`src/rtl/hht_pkg.sv`:
```
// ----------------------------------------------------------------------------
// hht_pkg: shared types and constants of the heartbeat host table
// Table size, entry layout, command, status and counter operation codes,
// memory request bundle and sequencer states.
// ----------------------------------------------------------------------------
package hht_pkg;

  localparam int CAPACITY    = 32;
  localparam int IDX_W       = (CAPACITY > 1) ? $clog2(CAPACITY) : 1;
  localparam int USED_W      = $clog2(CAPACITY + 1);
  localparam int HALF_W      = 64;
  localparam int CNT_W       = 8;
  localparam int INDEX_OUT_W = 6;
  localparam int USED_OUT_W  = 6;
  localparam int IN_TDATA_W  = 128;
  localparam int IN_TUSER_W  = 3;
  localparam int OUT_TDATA_W = 152;
  localparam int OUT_TUSER_W = 4;

  typedef logic signed [CNT_W-1:0] cnt_t;

  typedef enum logic [2:0] {
    CMD_ADD      = 3'd0,
    CMD_REMOVE   = 3'd1,
    CMD_PING     = 3'd2,
    CMD_ADD_PING = 3'd3,
    CMD_REPLY    = 3'd4,
    CMD_SWEEP    = 3'd5,
    CMD_LIST     = 3'd6
  } cmd_t;

  typedef enum logic [3:0] {
    ST_ADDED     = 4'd0,
    ST_PRESENT   = 4'd1,
    ST_FULL      = 4'd2,
    ST_REMOVED   = 4'd3,
    ST_NOT_FOUND = 4'd4,
    ST_COUNTED   = 4'd5,
    ST_SILENT    = 4'd6,
    ST_ENTRY     = 4'd7,
    ST_DONE      = 4'd8
  } status_t;

  typedef enum logic [1:0] {
    CNT_HOLD,
    CNT_UP,
    CNT_DOWN
  } cnt_op_t;

  typedef struct packed {
    logic [HALF_W-1:0] high;
    logic [HALF_W-1:0] low;
    cnt_t              cnt;
  } entry_t;

  typedef struct packed {
    logic             we;
    logic [IDX_W-1:0] waddr;
    entry_t           wdata;
    logic             re;
    logic [IDX_W-1:0] raddr;
  } ram_req_t;

  typedef enum logic [2:0] {
    S_IDLE,
    S_SCAN,
    S_SHIFT,
    S_EMIT,
    S_DUMP_RD,
    S_DUMP_CHK
  } state_t;

endpackage

```
`src/rtl/hht_entry_ram.sv`:
```
// ----------------------------------------------------------------------------
// hht_entry_ram: host entry store
// One write port and one registered read port; each entry holds the 128-bit
// host address and its echo counter.
// ----------------------------------------------------------------------------
module hht_entry_ram
  import hht_pkg::*;
(
  input  logic     clk,
  input  ram_req_t req,
  output entry_t   rd_data
);

  entry_t mem [CAPACITY];
  entry_t rd_data_r;

  always_ff @(posedge clk) begin
    if (req.we) begin
      mem[req.waddr] <= req.wdata;
    end
  end

  always_ff @(posedge clk) begin
    if (req.re) begin
      rd_data_r <= mem[req.raddr];
    end
  end

  assign rd_data = rd_data_r;

endmodule

```
`config.mk`:
```
export PLATFORM = sky130hd
export DESIGN_NAME = hht_entry_ram
export DESIGN_NICKNAME = d
export VERILOG_FILES = /design/src/rtl/hht_pkg.sv /design/src/rtl/hht_entry_ram.sv
export SDC_FILE = /design/constraint.sdc
export NUM_CORES = 2
export LEC_CHECK = 0
export ABC_CLOCK_PERIOD_IN_PS = 14100
export BUFFER_PORTS_ARGS = -buffer_cell sky130_fd_sc_hd__buf_2
export CAP_MARGIN = 20
export CORE_UTILIZATION = 45
export CTS_CLUSTER_SIZE = 16
export DETAILED_ROUTE_END_ITERATION = 10
export PLACE_DENSITY_LB_ADDON = 0.12
export SYNTH_ARGS = -nofsm -noshare
export SYNTH_HDL_FRONTEND = slang
export SYNTH_MEMORY_MAX_BITS = 65536
export SYNTH_SLANG_ARGS = --single-unit
```
`constraint.sdc`:
```
create_clock -name clk -period 14.1 [get_ports clk]
set_input_delay 2.115 -clock clk [delete_from_list [all_inputs] [get_ports clk]]
set_output_delay 2.115 -clock clk [all_outputs]
set_load 0.05 [all_outputs]
```
=== Word-level counts from Yosys, hierarchy flattened ===
Memory sizes are Yosys's and may differ from the RTL's. A register that Yosys moved wholly into a read port is not among the register bits.
Index checks and enable logic that the tools add are counted.

* Flip-flop bits (word level): 0
* Memory bits (writable): 4352
* Bits of input ports: 149
* Logic and storage cells: 3
* Memories kept: 1

{| class="wikitable"
|+ Memory list
! memory !! words !! bits a word !! rd ports !! clocked after Yosys merged registers in !! wr ports !! RTL line !! RTL
|-
| mem || 32 || 136 || 1 || 1 || 1 || hht_entry_ram.sv:14 || <nowiki>entry_t mem [CAPACITY];</nowiki>
|}

* Multiplexer cells: 2

{| class="wikitable"
|+ Operators by type and width
! kind !! number
|-
| two-way mux 1 bit || 2
|}

=== Logic depth before layout (Yosys ltp) ===
* Depth in word-level cells: 2
* Gate-level depth with buffers: 9

=== Worst setup path before layout ===
Ideal clock, no wire load.

* Kind: input port to flip-flop
* From: input req[143] (netlist bit)
* To: memory mem[12][0] (netlist bit), enable pin
* Library setup time: 0.633 ns
* Data arrival time: 8.427 ns
* Path slack: 5.040 ns
* Stages on the path: 3
* Path through: or3b_2 clkbuf_1 nor2_1

{| class="wikitable"
|+ RTL lines
! what !! RTL line !! RTL
|-
| start: declaration || hht_entry_ram.sv:10 || <nowiki>input ram_req_t req,</nowiki>
|-
| end: declaration || hht_entry_ram.sv:14 ||
|}

No word-level cell before the write port.

==> results.py <==
metrics = {
    "run_status": {
        "status": "completed",
    },
    "timing": {
        "setup_tns_ns": 0,
        "skew_ns": 0.0406,
        "rsz0062_at_grt": "no",
        "slew_violations": 0,
        "worst_pin_slew_ns": 1.18,
        "finalSetupViolCount": 0,
        "slew_headroom": 0.212,
        "period_share": 0.389,
        "period_needed_ns": 5.48,
        "hold_viol": 0,
        "max_freq_ghz": 0.182,
    },
    "hold_path": {
        "worstHoldStart": "mem[26][59]",
        "hold_end": "rd_data[59]",
        "hold_class": "flop to flop",
        "worstHoldPathCells": 3,
    },
    "critical_path": {
        "cp_max_fo": 68,
        "cp.arrival_ns": 6.17,
        "r2r_end": "rd_data[56]",
        "start_kind": "input port",
        "critPathKind": "input port to flop",
        "rrSetupSlack_ns": 12.28,
        "crit_required_ns": 14.79,
        "rr_startpoint": "mem[30][56]",
        "rr_worst_depth": 3,
        "end_kind": "flop",
    },
    "synthesis": {
        "synth_nets": 7142,
        "synth_area_leaders": "edfxtp_1, mux4_2, mux2i_1",
        "yosys_warnings": 0,
        "synth_edf_count": 4488,
        "synth.ff_latch_count": 4488,
        "netlist_area_sq_um": 167000,
        "synth_seq_area_share": 0.808,
        "ys_top_cells_by_count": "edfxtp_1, mux4_2, o22ai_1, mux2i_1, a22oi_1",
        "synth_top_area_share": 0.808,
        "yosysTopAreaCell": "edfxtp_1",
        "synth.most_common_cell": "edfxtp_1",
        "synth_cell_types": 29,
        "async_reset_ff_frac": 0,
        "synth.avg_cell_area_sq_um": 23.8,
        "syn_inst": 6993,
        "synth_flop_cell": "edfxtp_1",
    },
    "pwr": {
        "p_leak_nw": 58.9,
        "seq_power_share": 0.533,
        "p_comb_frac": 0.046,
        "power.density_nw_per_um2": 149,
        "power_switching_mw": 6.01,
        "swShare": 0.214,
        "peakVddDrop_v": 0.000107,
        "p_clk_frac": 0.421,
        "p_int_mw": 22.1,
        "total_power_mw": 28.1,
    },
    "cts": {
        "cts_sinks": 4488,
        "cts_tree": "done",
        "clockBufferDepth": 4,
        "clockRootBuffer": "clkbuf_16",
        "clock_latency_ns": 0.98,
        "cts_setup_buffers": 0,
        "ctsResizeCount": 0,
        "ctsHtreeMaxLevel": 5,
        "numCtsBuffers": 460,
        "clkSlewWorstSetupHoldPaths_ns": 0.06,
        "hold_buffers": 0,
    },
    "floorplanning": {
        "die_width_um": 611,
        "design.core.area_sq_um": 369000,
        "start_util": 0.452,
        "dieHeight_um": 611,
        "rows": 223,
        "die_area_sq_um": 373000,
        "io_pins": 285,
    },
    "placement": {
        "gp_congestion": 0.728,
        "dp_hpwl_um": 221000,
        "io_buffers": 284,
    },
    "cells_and_area": {
        "nets": 7688,
        "drive_gt1_frac": 0.267,
        "area_growth_pct": 13.3,
        "fillers": 29000,
    },
    "drt": {
        "num_vias": 79700,
        "drc_errors": 0,
        "drt_first_iter_violations": 9199,
        "ant_nets": 0,
        "firstDrtPassIters": 5,
        "viasPerCell": 6.18,
        "post_drt_wl_per_cell_um": 35.8,
        "wirelength_um": 462000,
    },
    "global_routing": {
        "grt_usage": 0.245,
        "grt_util_met2": 0.399,
        "antenna_found_initial": 71,
        "use_met3": 0.0375,
        "grt_overflow_total": 0,
        "grt.met1_usage": 0.349,
        "grt_pass1_wl_um": 636000,
        "first_global_vias": 80000,
        "grt_max_degree": 140,
        "grt.busiest_layer": "met2",
    },
    "flow_run": {
        "maxCapViolCount": 0,
    },
}
## worst max path at each step
stage	from	end	slack, ns	depth (start not counted)
global placement	req[0]	rd_data[96]	7.52	7
detailed placement	req[0]	rd_data[95]	7.50	7
finish	req[0]	rd_data[95]	8.62	7
floorplan	req[143]	mem[12][0]	5.04	3
global route	req[0]	rd_data[95]	8.22	7
CTS	req[0]	rd_data[95]	8.54	7
## logic make-up (layout without fill, tap and decap cells)
group                  after synthesis  in the layout  share of synthesized area
and+or+nand+nor                    272            272                    0.00923
AOI/OAI and AO/OA                  616            616                     0.0247
other                                0             24                          0
DFF                               4488           4488                      0.808
buffers and inverters              385           1309                     0.0130
muxes                             1232           1232                      0.145
## critical path, stage by stage
cell and delay (ns):
buf_12 0.44, buf_4 0.71, buf_4 0.73, buf_4 0.85
mux4_2 0.62, o22ai_1 0.24, nor4_1 0.11
## metal layers
layer,vias to the layer above,share of wire,wire [um]
met1,44200,0.41,191000
met5,-,0.00033,154
met4,24,0.024,11000
met3,632,0.073,33800
met2,3296,0.49,226000
li1,31600,-,-
## flip-flops by register name (all words and copies together) (netlist names)
| signal | flops |
|---|---|
| mem | 4352 |
| rd_data | 136 |
## through the flow
step	util	cell area [sq um]	cells	hold WS (ns)	worst slack (ns)
floorplan	-	167000	6993	0.724	5.04
global placement	0.473	174000	12000	0.765	7.52
detailed placement	0.473	174000	12000	0.772	7.50
CTS	0.512	189000	12900	0.784	8.54
global route	0.512	189000	12900	0.807	8.22
finish	0.512	189000	12900	0.778	8.62
## power by group through the flow
| stage | Sequential [mW] | Combinational, mW | Clock, mW |
|---|---|---|---|
| 6_report | 15.0 | 1.30 | 11.8 |
| 5_1_grt | 15.0 | 1.38 | 12.5 |
| 4_1_cts | 15.0 | 1.32 | 12.0 |
| 3_5_place_dp | 15.3 | 1.32 | 0 |
| 3_3_place_gp | 15.3 | 1.30 | 0 |
| 2_1_floorplan | 15.4 | 0.655 | 0 |
## placed cells by master, fill, tap and decap left out, types with 17 or more instances in the layout
cell,Yosys,routed
nor4_1,100,98
clkinvlp_4,0,17
buf_4,34,154
nand3_1,75,74
clkbuf_1,133,88
a22oi_1,216,216
mux4_2,944,944
mux2i_1,288,288
clkinv_1,0,106
nand4_1,36,36
buf_12,0,33
nor2_4,0,35
bufinv_16,0,38
o22ai_1,400,400
edfxtp_1,4488,4488
buf_2,134,281
diode_2,0,24
clkinv_2,0,98
clkbuf_16,0,468
## layout make-up
type | count | area (sq um) | share of cell area
sequential | 4488 | 135000 | 0.713
multi-input combinational | 2120 | 30200 | 0.160
clock buffer | 556 | 12000 | 0.0637
tap | 4950 | 6190 | 0.0328
timing repair buffer | 469 | 3240 | 0.0171
clock inverter | 284 | 2510 | 0.0133
antenna | 24 | 60.1 | 0.000318
(Power assumes the default switching activity.)
