$ cat src/rtl/hht_pkg.sv
// ----------------------------------------------------------------------------
// hht_pkg: shared types and constants of the heartbeat host table
// Table size, entry layout, command, status and counter operation codes,
// memory request bundle and sequencer states.
// ----------------------------------------------------------------------------
package hht_pkg;

  localparam int CAPACITY    = 32;
  localparam int IDX_W       = (CAPACITY > 1) ? $clog2(CAPACITY) : 1;
  localparam int USED_W      = $clog2(CAPACITY + 1);
  localparam int HALF_W      = 64;
  localparam int CNT_W       = 8;
  localparam int INDEX_OUT_W = 6;
  localparam int USED_OUT_W  = 6;
  localparam int IN_TDATA_W  = 128;
  localparam int IN_TUSER_W  = 3;
  localparam int OUT_TDATA_W = 152;
  localparam int OUT_TUSER_W = 4;

  typedef logic signed [CNT_W-1:0] cnt_t;

  typedef enum logic [2:0] {
    CMD_ADD      = 3'd0,
    CMD_REMOVE   = 3'd1,
    CMD_PING     = 3'd2,
    CMD_ADD_PING = 3'd3,
    CMD_REPLY    = 3'd4,
    CMD_SWEEP    = 3'd5,
    CMD_LIST     = 3'd6
  } cmd_t;

  typedef enum logic [3:0] {
    ST_ADDED     = 4'd0,
    ST_PRESENT   = 4'd1,
    ST_FULL      = 4'd2,
    ST_REMOVED   = 4'd3,
    ST_NOT_FOUND = 4'd4,
    ST_COUNTED   = 4'd5,
    ST_SILENT    = 4'd6,
    ST_ENTRY     = 4'd7,
    ST_DONE      = 4'd8
  } status_t;

  typedef enum logic [1:0] {
    CNT_HOLD,
    CNT_UP,
    CNT_DOWN
  } cnt_op_t;

  typedef struct packed {
    logic [HALF_W-1:0] high;
    logic [HALF_W-1:0] low;
    cnt_t              cnt;
  } entry_t;

  typedef struct packed {
    logic             we;
    logic [IDX_W-1:0] waddr;
    entry_t           wdata;
    logic             re;
    logic [IDX_W-1:0] raddr;
  } ram_req_t;

  typedef enum logic [2:0] {
    S_IDLE,
    S_SCAN,
    S_SHIFT,
    S_EMIT,
    S_DUMP_RD,
    S_DUMP_CHK
  } state_t;

endpackage

$ cat src/rtl/hht_match_unit.sv
// ----------------------------------------------------------------------------
// hht_match_unit: shared compare and counter unit
// Compares the search key with the entry read from the store and produces
// the saturated up or down count of a counter.
// ----------------------------------------------------------------------------
module hht_match_unit
  import hht_pkg::*;
(
  input  logic [HALF_W-1:0] key_high,
  input  logic [HALF_W-1:0] key_low,
  input  entry_t            entry,
  input  cnt_t              cnt_in,
  input  cnt_op_t           op,
  output logic              match,
  output logic              cnt_nonzero,
  output cnt_t              cnt_out
);

  localparam cnt_t CNT_MAX = cnt_t'({1'b0, {(CNT_W-1){1'b1}}});
  localparam cnt_t CNT_MIN = cnt_t'({1'b1, {(CNT_W-1){1'b0}}});

  assign match       = (entry.high == key_high) && (entry.low == key_low);
  assign cnt_nonzero = (cnt_in != '0);

  always_comb begin
    case (op)
      CNT_UP:   cnt_out = (cnt_in == CNT_MAX) ? cnt_in : cnt_t'(cnt_in + cnt_t'(1));
      CNT_DOWN: cnt_out = (cnt_in == CNT_MIN) ? cnt_in : cnt_t'(cnt_in - cnt_t'(1));
      default:  cnt_out = cnt_in;
    endcase
  end

endmodule

$ cat config.mk
export PLATFORM = sky130hd
export DESIGN_NAME = hht_match_unit
export DESIGN_NICKNAME = d
export VERILOG_FILES = /design/src/rtl/hht_pkg.sv /design/src/rtl/hht_match_unit.sv
export SDC_FILE = /design/constraint.sdc
export NUM_CORES = 1
export LEC_CHECK = 0
export BUFFER_PORTS_ARGS = -buffer_cell sky130_fd_sc_hd__buf_2
export CAP_MARGIN = 30
export CORE_AREA = 2 2 109 111
export DETAILED_ROUTE_END_ITERATION = 6
export DIE_AREA = 0 0 111 113
export PLACE_DENSITY = 0.47
export SYNTH_ARGS = -nofsm -noshare
export SYNTH_HDL_FRONTEND = slang
export SYNTH_SLANG_ARGS = --single-unit
export TNS_END_PERCENT = 50
$ cat constraint.sdc
create_clock -name vclk -period 3.7
set_clock_uncertainty 0.05 [all_clocks]
set_input_delay 0.74 -clock vclk [all_inputs]
set_output_delay 0.74 -clock vclk [all_outputs]
set_load 0.01 [all_outputs]
[Word-level counts from Yosys, hierarchy flattened]
Cells that the tools add are included.
Operators by class
  $add $sub $neg: 2
  equality and inequality tests: 6
  multiplexer cells: 3
  reduce and logical (&&, ||, !) cells: 2
Operator list (count)
  64-bit equality test: 2
  8-bit equality test, second input constant: 2
  8-bit two-way mux: 2
  8-bit case mux with 2 select lines: 1
  8-bit by 2-bit adder with 8-bit output, second input constant: 1
  8-bit nonzero test: 1
  8-bit by 2-bit subtractor with 8-bit output, second input constant: 1
  2-bit by 1-bit equality test with 1-bit output, second input constant: 1
  2-bit equality test, second input constant: 1
  1-bit logical AND: 1
Word-level totals
  flip-flop bits (word level): 0
  input bits: 274
  word-level logic and storage cells: 13

[Depth between registers and ports, before layout]
Gate-level depths: netlist of the first run.
  depth in word-level cells: 3
  depth in mapped cells: 8
  gate-level depth less buffers: 7

[Least setup slack after synthesis of the first run]
OpenSTA, ideal clock, no wires.
  path kind: input-to-output
  start point: input cnt_in[0]
  end point: output cnt_out[0]
  arrival: 2.318 ns
  data required time: 2.910 ns
  path slack: 0.592 ns
  stages on the path: 7
  cells stage by stage: ha_1 nand3_2 or4b_1 buf_2 mux2_4 a222oi_1 inv_1
On the way
  longest elaborated chain between the ends: 3
  elaborated cells between the ends (all ways): 7
  classes of those cells: add/sub (2); eq/ne (2); mux (3)
Ends and longest elaborated chain
  from (decl): line hht_match_unit.sv:12  | input cnt_t cnt_in,
  8-bit by 2-bit subtractor with 8-bit output (tied with other cells): line hht_match_unit.sv:28  | CNT_DOWN: cnt_out = (cnt_in == CNT_MIN) ? cnt_in : cnt_t'(cnt_in - cnt_t'(1));
  8-bit two-way mux, on equally long branches: line hht_match_unit.sv:28, hht_match_unit.sv:27
  8-bit case mux with 2 select lines (*): line hht_match_unit.sv:26  | case (op)
  to (decl): line hht_match_unit.sv:16  | output cnt_t cnt_out
Mark *: on every way between the ends. The rest lies on a longest branch, timed or not.

[Worst setup path in the final report of the first run]
  start point: input cnt_in[1]
  end point: output cnt_out[3]
Same word-level chain as after synthesis.

==> summary.md, run 1 <==
| Metric | Value |
|---|---|
| Kind of critical path | in -> out |
| Status | completed |
| Die H | 113 µm |
| Achievable Freq | 0.287 GHz |
| DR DRC count | 0 |
| Syn. warnings | 0 |
| Antenna-violating nets left | 0 |
| Vias in the first global route | 2867 |
| Detailed-route wire length | 9760 µm |
| Pwr Density | 108 nW/µm² |
| Seq cells | 0 |
| Switching share of power | 42.1% |
| Initial antenna violation count | 1 |
| I/O Buffers | 276 |
| Sequential power share | 0% |
| Die area | 12500 µm² |
| Crit path launch type | input port |
| # diodes | 0 |
| Final worst slack | 211 ps |
| Setup TNS | 0 ps |
| Post-route clock period utilization | 94.3% |
| Slew margin rel. | 55.9% |
| Row cnt | 39 |
| Peak VDD IR | 0.0463 mV |
| First drt pass iteration count | 4 |
| Sequential share of the synthesized area | 0% |
| Critical Path RT | 2910 ps |
| Syn Nets | 539 |
| Measured slew at the worst slew-check pin | 655 ps |
| Final hold slack | 1790 ps |
| Via density | 4.16 |
| Chip width | 111 µm |
| Routability congestion estimate | 0.862 |
| Top-count cell post-synth | xnor2_1 |
| Final hold violations | 0 |
| Wire per inst | 14.4 µm |
| Comb pwr share | 100.0% |
| Internal power | 0.217 mW |
| Layout cells sized above 1 | 52.8% |
| Largest net degree at the start of global routing | 11 |
| Final Max Slew Viols | 0 |
| Mapped Area | 1920 µm² |
| Fin util | 30.9% |
| Global-route usage over all layers | 14.3% |
| Avg Inst Size Synth | 7.38 µm² |
| Fin crit period | 3490 ps |
| Arrival @ worst endpoint | 2700 ps |
| Share of the synthesized area in the top cell type | 47.9% |
| Synth area leader | xnor2_1 |
| Cell count after synthesis | 260 |
| Top-level port count | 284 |
| Clock buffers | 0 |
| CTS Hold Bufs | 0 |
| Setup crit end kind | output port |
| Register Area | 0 µm² |
| Core ar. | 11300 µm² |
| Synth unique cells | 34 |
| Post-DP HPWL | 9230 µm |
| First-pass GRT wire length | 14400 µm |
| Fill count | 1238 |
| Starting Density | 17.0% |
| Clock power share | 0% |
| Place WS | 239 ps |
| Setup Viol. Count Final | 0 |
| P&R area growth vs syn | 81.5% |
| Routed vias | 2816 |
| Worst-path maximum fanout | 5 |
| Switch Pwr | 0.158 mW |
| Drt initial violations | 82 |
| Hold Path Class | in -> out |
| Max Cap Violations | 0 |
| Post-CTS sizing | 0 |
| Synth top cells by count | xnor2_1 (105), nand4_1 (30), xor2_1 (22) |
| Post-CTS Setup Inserts | 0 |
| Largest cells by area after synthesis | xnor2_1 (48%), xor2_1 (10%), nand4_1 (9.8%), nor4_1 (4.2%), ha_1 (3.3%) |
| Total power | 0.375 mW |
| Gr ovfl total | 0 |
| Static Leak | 1.66 nW |
| RSZ-0062 raised after global routing | false |
| Final net count | 815 |
-- power by group through the flow --
stage               Clock, mW  Combinational, mW  Sequential [mW]
detailed placement          0              0.377                0
global placement            0              0.374                0
CTS                         0              0.379                0
global route                0              0.415                0
finish                      0              0.375                0
floorplan                   0              0.171                0
-- cell usage in the layout (no fill, tap or decap) --
| cell type | Yosys | layout |
|---|---|---|
| mux2_4 | 1 | 1 |
| inv_1 | 10 | 10 |
| nand4b_1 | 1 | 1 |
| a21o_1 | 1 | 1 |
| o22ai_1 | 3 | 3 |
| nand3_1 | 1 | 1 |
| a41o_1 | 1 | 1 |
| mux2i_1 | 1 | 1 |
| a221oi_1 | 4 | 4 |
| o31ai_1 | 2 | 2 |
| buf_2 | 1 | 276 |
| or2b_1 | 1 | 1 |
| o21ai_0 | 5 | 5 |
| or3_1 | 1 | 1 |
| nor3_1 | 3 | 3 |
| xor2_1 | 22 | 22 |
| a31oi_1 | 6 | 6 |
| nand2b_1 | 2 | 2 |
| mux2_2 | 1 | 1 |
| or4b_1 | 1 | 1 |
| a222oi_1 | 1 | 1 |
| nand4_1 | 30 | 30 |
| nand2_1 | 9 | 9 |
| o21bai_1 | 1 | 1 |
| buf_4 | 0 | 3 |
| ha_1 | 5 | 5 |
| nor2b_1 | 2 | 2 |
| a311oi_1 | 1 | 1 |
| nor4_1 | 13 | 13 |
| nor2_1 | 15 | 15 |
| a21oi_1 | 3 | 3 |
| nand3_2 | 1 | 1 |
| and2_1 | 2 | 2 |
| xnor2_1 | 105 | 105 |
-- through the flow --
step	std cells	instance area, µm²
floorplan	260	1920
global placement	677	3480
detailed placement	677	3480
CTS	677	3480
global route	677	3480
finish	677	3480
-- worst max-delay path: stages --
cell and delay [ps]:
buf_2 120, ha_1 220, nand3_2 140, or4b_1 640
buf_4 200, nor2b_1 130, a221oi_1 280, a21oi_1 70
buf_2 150
-- routing by layer --
| layer | track usage, % | wire [µm] | up-vias |
|---|---|---|---|
| met5 | 0 | 0 | - |
| met4 | 1.08 | 97 | 0 |
| met3 | 2.41 | 806 | 8 |
| met2 | 27.4 | 5080 | 151 |
| met1 | 17.3 | 3770 | 1185 |
| li1 | - | - | 1472 |
-- logic make-up after synthesis --
kind of cell | Yosys count | share of synthesized area, %
AOI/OAI and AO/OA | 28 | 9.92
adders and majority gates | 5 | 3.26
and+or+nand+nor | 82 | 23.9
muxes | 3 | 1.89
buffers and inverters | 15 | 3.00
xor gates and xnor gates | 127 | 58.0
-- cell type report --
type	instances	area, µm²	share of cell area, %
multi-input combinational	245	1860	53.5
timing repair buffer	279	1400	40.3
tap	143	179	5.14
inverter	10	37.5	1.08
-- path summary, 6_finish.rpt --
check                  from    endpoint  slack, ps  depth (start not counted)
setup / recovery  cnt_in[1]  cnt_out[3]        210                          9
hold / removal    cnt_in[5]  cnt_out[5]       1790                          3
(Power assumes the default switching activity.)
==> inputs of run 2 (changes only) <==
ABC_AREA = 1   (was not set)
CORE_AREA = 2 2 110 112   (was 2 2 109 111)
DIE_AREA = 0 0 112 114   (was 0 0 111 113)
PLACE_DENSITY = 0.55   (was 0.47)
==> summary.md, run 2 <==
| Metric | Value |
|---|---|
| Mapped Area | 2840 µm² (was 1920 µm²) |
| Routed vias | 4183 (was 2816) |
| Core ar. | 11700 µm² (was 11300 µm²) |
| Antenna-violating nets left | 0 (unchanged) |
| Largest cells by area after synthesis | nand2_1 (31%), nor2_1 (25%), inv_1 (17%), xor2_1 (15%), ha_1 (2.2%) (was xnor2_1 (48%), xor2_1 (10%), nand4_1 (9.8%), nor4_1 (4.2%), ha_1 (3.3%)) |
| Critical Path RT | 2910 ps (about the same) |
| Most frequent cells in the layout | buf_2 (276), nand2_1 (238), nor2_1 (188) (was buf_2 (276), xnor2_1 (105), nand4_1 (30)) |
| Synth top cells by count | nand2_1 (238), nor2_1 (188), inv_1 (131) (was xnor2_1 (105), nand4_1 (30), xor2_1 (22)) |
| Place WS | 931 ps (was 239 ps) |
| Most common cell after layout, fill and taps aside | buf_2 (unchanged) |
| Synth area leader | nand2_1 (was xnor2_1) |
| Kind of cell adding the most delay to the critical path | simple AND/OR/NAND/NOR gates (unchanged) |
| Critical Path Start | cnt_in[1] (unchanged) |
| Top-level port count | 284 (unchanged) |
| Avg Inst Size Synth | 4.34 µm² (was 7.38 µm²) |
| Initial antenna violation count | 1 (unchanged) |
| Post-CTS sizing | 0 (unchanged) |
| Syn. warnings | 0 (unchanged) |
| Peak VDD IR | 0.0330 mV (was 0.0463 mV) |
| DR DRC count | 0 (unchanged) |
| Comb pwr share | 100.0% (about the same) |
| Fill count | 1407 (was 1238) |
| Starting Density | 24.2% (was 17.0%) |
| Achievable Freq | 0.359 GHz (was 0.287 GHz) |
| CP most frequent cell | nand2_1 (was buf_2) |
| Critical path's slowest cell | ha_1 (was or4b_1) |
| RSZ-0062 raised after global routing | false (unchanged) |
| I/O Buffers | 276 (unchanged) |
| Layout cells sized above 1 | 31.6% (was 52.8%) |
| Post-CTS Setup Inserts | 0 (unchanged) |
| Kind of critical path | in -> out (unchanged) |
| Internal power | 0.204 mW (was 0.217 mW) |
| Final hold violations | 0 (unchanged) |
| Cell count along the critical path | 13 (was 9) |
| Post-route clock period utilization | 75.2% (was 94.3%) |
| Routability congestion estimate | 0.781 (was 0.862) |
| Fin util | 37.4% (was 30.9%) |
| Arrival @ worst endpoint | 1990 ps (was 2700 ps) |
| Seq cells | 0 (unchanged) |
| Sequential power share | 0% (about the same) |
| Footprint of the multi-input gates | 2300 µm² (was 1860 µm²) |
| Via density | 3.89 (was 4.16) |
| Global-route usage over all layers | 14.2% (was 14.3%) |
| Total power | 0.412 mW (was 0.375 mW) |
| Setup TNS | 0 ps (unchanged) |
| Crit path launch type | input port (unchanged) |
| First-pass GRT wire length | 15300 µm (was 14400 µm) |
| Final worst slack | 917 ps (was 211 ps) |
| Worst-path maximum fanout | 6 (was 5) |
| Wire per inst | 9.33 µm (was 14.4 µm) |
| Detailed-route wire length | 10000 µm (was 9760 µm) |
| Share of the synthesized area in the top cell type | 31.5% (was 47.9%) |
| Switching share of power | 50.5% (was 42.1%) |
| Measured slew at the worst slew-check pin | 322 ps (was 655 ps) |
| Switch Pwr | 0.208 mW (was 0.158 mW) |
| First drt pass iteration count | 4 (unchanged) |
| Chip width | 112 µm (was 111 µm) |
| Synth unique cells | 21 (was 34) |
| CTS Hold Bufs | 0 (unchanged) |
| Clock buffers | 0 (unchanged) |
| Largest net degree at the start of global routing | 11 (unchanged) |
| Gr ovfl total | 0 (unchanged) |
| Clock power share | 0% (about the same) |
| Final net count | 1209 (was 815) |
| Status | completed (unchanged) |
| Setup Viol. Count Final | 0 (unchanged) |
| Max Cap Violations | 0 (unchanged) |
| Setup crit end | cnt_out[5] (was cnt_out[3]) |
| Top-count cell post-synth | nand2_1 (was xnor2_1) |
| Buffers and inverters on the worst path | 3 (unchanged) |
| Syn Nets | 933 (was 539) |
| Pwr Density | 93.8 nW/µm² (was 108 nW/µm²) |
| Sequential share of the synthesized area | 0% (unchanged) |
| Vias in the first global route | 3606 (was 2867) |
| Slowest Stage Delay on Critical Path | 170 ps (was 640 ps) |
| Cell count after synthesis | 654 (was 260) |
| Die H | 114 µm (was 113 µm) |
| Hold Path Class | in -> out (unchanged) |
| Crit-path cells | buf_2 > ha_1 > nand2_1 > inv_2 > nand2_2 > nor2_4 > nand2_4 > nand2_2 > nand2_1 > o21ai_1 > nand2_1 > o21ai_1 > buf_2 (was buf_2 > ha_1 > nand3_2 > or4b_1 > buf_4 > nor2b_1 > a221oi_1 > a21oi_1 > buf_2) |
| Drt initial violations | 114 (was 82) |
| Final Max Slew Viols | 0 (unchanged) |
| Register Area | 0 µm² (unchanged) |
| Slew margin rel. | 78.5% (was 55.9%) |
| Static Leak | 3.11 nW (was 1.66 nW) |
| Die area | 12800 µm² (was 12500 µm²) |
| P&R area growth vs syn | 54.6% (was 81.5%) |
| Fin crit period | 2780 ps (was 3490 ps) |
| Post-DP HPWL | 9480 µm (was 9230 µm) |
| Setup crit end kind | output port (unchanged) |
| Row cnt | 40 (was 39) |
==> run 2: cell types whose count changed after synthesis, moves of 5 or more <==
cell and delta:
o21ai_1 +6, inv_1 +121, nor2_2 +5, nand2_2 +5, a31oi_1 -5, nand2_1 +229
nand4_1 -27, nor2_1 +173, nor4_1 -13, nand3_1 +6, xor2_1 +27, xnor2_1 -105
inv_2 +5
==> run 2: metal layers <==
| metal | track usage, % | share of wire, % |
|---|---|---|
| met3 | 2.28 | 8.0 |
| met5 | 0 | 0 |
| met4 | 0.407 | 0.18 |
| met1 | 16.7 | 41 |
| met2 | 28.4 | 51 |
==> run 2: cell families after synthesis <==
family / count (synthesis) / synth area share (%)
AND/OR/NAND/NOR: 448 / 61.3
buffers and inverters: 139 / 18.8
XOR/XNOR: 49 / 15.1
AO/OA/AOI/OAI: 13 / 2.60
adder cells (fa/ha/maj): 5 / 2.21
==> run 2: worst min path at each step <==
| stage | startpoint | slack, ps | to | cells after the start |
|---|---|---|---|---|
| after detailed placement | cnt_in[7] | 1780 | cnt_out[7] | 4 |
| after CTS | cnt_in[7] | 1780 | cnt_out[7] | 4 |
| after global routing | cnt_in[7] | 1810 | cnt_out[7] | 4 |
| after global placement | cnt_in[0] | 1780 | cnt_out[0] | 4 |
| after floorplan | cnt_in[7] | 1550 | cnt_out[7] | 2 |
| final | cnt_in[0] | 1770 | cnt_out[0] | 4 |
==> run 2: per-stage QoR <==
| stage | cells | hold WS, ps | instance area [µm²] |
|---|---|---|---|
| CTS | 1075 | 1780 | 4380 |
| detailed placement | 1075 | 1780 | 4380 |
| floorplan | 654 | 1550 | 2840 |
| global placement | 1075 | 1780 | 4380 |
| global route | 1075 | 1810 | 4380 |
| finish | 1076 | 1770 | 4390 |
==> run 2: layout make-up <==
class	count	area share [%]
multi-input cells	515	52.5
repair buffers	276	31.5
inverters	137	11.7
well taps	147	4.19
diodes	1	0.0571
==> run 2: power by group through the flow <==
| stage | Clock, mW | Sequential [mW] | Combinational, mW |
|---|---|---|---|
| 5_1_grt | 0 | 0 | 0.474 |
| 4_1_cts | 0 | 0 | 0.417 |
| 6_report | 0.0000000361 | 0 | 0.412 |
| 2_1_floorplan | 0 | 0 | 0.204 |
| 3_3_place_gp | 0 | 0 | 0.411 |
| 3_5_place_dp | 0 | 0 | 0.416 |
==> inputs of run 3 (changes only) <==
ABC_AREA = 0   (was 1)
CORE_AREA = 2 2 111 113   (was 2 2 110 112)
DIE_AREA = 0 0 113 115   (was 0 0 112 114)
PLACE_DENSITY = 0.47   (was 0.55)
clock period = 2.4 ns   (was 3.7 ns; I/O delays follow)
==> summary.md, run 3 (synthesis gave the netlist of run 1 again) <==
| Metric | Value |
|---|---|
| Status | finished, violations left (was completed) |
| Failing checks | DRC, setup timing |
| Worst hold stages | 4 (unchanged) |
| Starting Density | 16.2% (was 24.2%) |
| Row cnt | 40 (unchanged) |
| Met1 WL | 3760 µm (was 4120 µm) |
| Routability congestion estimate | 0.891 (was 0.781) |
| Setup crit end kind | output port (unchanged) |
| Antenna-violating nets left | 0 (unchanged) |
| Final worst slack | -184 ps (was 917 ps) |
| Clock buffers | 0 (unchanged) |
| Final hold slack | 1360 ps (was 1770 ps) |
| Fin crit period | 2580 ps |
| Initial antenna violation count | 2 (was 1) |
| Arrival @ worst endpoint | 2050 ps (was 1990 ps) |
| P&R area growth vs syn | 103% (was 54.6%) |
| Gr ovfl total | 0 (unchanged) |
| Top-level port count | 284 (unchanged) |
| Switch Pwr | 0.268 mW (was 0.208 mW) |
| Seq cells | 0 (unchanged) |
| Placed insts | 710 (was 1075) |
| First-pass GRT wire length | 13800 µm (was 15300 µm) |
| Wire per inst | 14.0 µm (was 9.33 µm) |
| Sequential power share | 0% (about the same) |
| Crit path launch type | input port (unchanged) |
| Peak VDD IR | 0.0632 mV (was 0.0330 mV) |
| Final net count | 845 (was 1209) |
| Chip width | 113 µm (was 112 µm) |
| Largest net degree at the start of global routing | 10 (was 11) |
| Achievable Freq | 0.387 GHz |
| Pwr Density | 166 nW/µm² (was 93.8 nW/µm²) |
| Slew margin rel. | 74.8% (was 78.5%) |
| First drt pass iteration count | 6 (was 4) |
| Measured slew at the worst slew-check pin | 374 ps (was 322 ps) |
| Setup Viol. Count Final | 9 (was 0) |
| Hold Path Class | in -> out (unchanged) |
| DR WL met3 | 946 µm (was 807 µm) |
| Static Leak | 1.88 nW (was 3.11 nW) |
| Setup TNS | -635 ps (was 0 ps) |
| Post-DP HPWL | 9240 µm (was 9480 µm) |
| Worst-path maximum fanout | 2 (was 6) |
| Final Max Slew Viols | 0 (unchanged) |
| Finished Layout Cells | 711 (was 1076) |
| RSZ-0062 raised after global routing | true (was false) |
| Core ar. | 11800 µm² (was 11700 µm²) |
| Die area | 13000 µm² (was 12800 µm²) |
| Die H | 115 µm (was 114 µm) |
| Drt initial violations | 72 (was 114) |
| Switching share of power | 41.5% (was 50.5%) |
| Final hold violations | 0 (unchanged) |
| Hold Path End | cnt_out[5] (was cnt_out[0]) |
| Most frequent cells in the layout | buf_2 (274), xnor2_1 (99), buf_4 (31) (was buf_2 (276), nand2_1 (238), nor2_1 (188)) |
| Global-route usage over all layers | 13.2% (was 14.2%) |
| Vias in the first global route | 2935 (was 3606) |
| Internal power | 0.378 mW (was 0.204 mW) |
| Via density | 4.26 (was 3.89) |
| Max layer used | met5 (was met4) |
| Max Cap Violations | 0 (unchanged) |
| Hold_sp | cnt_in[5] (was cnt_in[0]) |
| Routed vias | 3028 (was 4183) |
| # diodes | 0 (was 1) |
| Comb pwr share | 100.0% (about the same) |
| Most common cell after layout, fill and taps aside | buf_2 (unchanged) |
| I/O Buffers | 276 (unchanged) |
| Clock power share | 0% (about the same) |
| Metal2 WL | 5090 µm (unchanged) |
| Register Area | 0 µm² (unchanged) |
| Detailed-route wire length | 9930 µm (was 10000 µm) |
| Fin util | 33.0% (was 37.4%) |
| Layout cells sized above 1 | 59.6% (was 31.6%) |
| DR DRC count | 14 (was 0) |
| Critical Path RT | 1870 ps (was 2910 ps) |
| Post-route clock period utilization | 108% |
| Kind of critical path | in -> out (unchanged) |
## run 3: how the worst max path moves through the flow
stage,startpoint,endpoint
after CTS,cnt_in[0],cnt_out[0]
after global routing,cnt_in[0],cnt_out[0]
after global placement,cnt_in[0],cnt_out[0]
after floorplan,cnt_in[0],cnt_out[0]
final,cnt_in[0],cnt_out[0]
after detailed placement,cnt_in[0],cnt_out[3]
## run 3: routing by layer
layer / vias to the layer above / global-route usage [%]
met5: - / 0
met3: 16 / 2.16
met2: 185 / 25.2
met1: 1294 / 16.2
met4: 2 / 1.06
li1: 1531 / -
## run 3: per-stage QoR
stage,power (mW),instance area [µm²],setup WS (ps)
2_1_floorplan,0.267,1950,-105
3_3_place_gp,0.613,3720,-316
3_5_place_dp,0.619,3720,-311
4_1_cts,0.637,3830,-198
5_1_grt,0.706,3900,-269
6_report,0.646,3900,-184
## run 3: power groups by stage
| stage | logic [mW] | clock network (mW) | registers (mW) |
|---|---|---|---|
| finish | 0.646 | 0 | 0 |
| global route | 0.706 | 0 | 0 |
| CTS | 0.637 | 0 | 0 |
| detailed placement | 0.619 | 0 | 0 |
| global placement | 0.613 | 0 | 0 |
| floorplan | 0.267 | 0 | 0 |
## run 3: worst max-delay path: stages
cell and delay [ps]:
buf_8 80, ha_4 140, nand3_4 50, or4b_4 520
mux2_4 310, a222oi_1 270, inv_1 60, buf_2 140
## run 3: timing repair
| item | CTS | global route |
|---|---|---|
| resized for setup | 22 | 11 |
| setup endpoints to repair | 9 | 9 |
| pin swaps | 8 | 3 |
| hold buffers | 0 | 0 |
| cloned | 0 | 0 |
| buffers inserted | 1 | 0 |
## run 3: area by class of cell
type                            instances  area, µm²
Fill cell                            1286       7910
Inverter                               10       37.5
Timing Repair Buffer                  309       1650
Multi-Input combinational cell        245       2020
Tap cell                              147        184
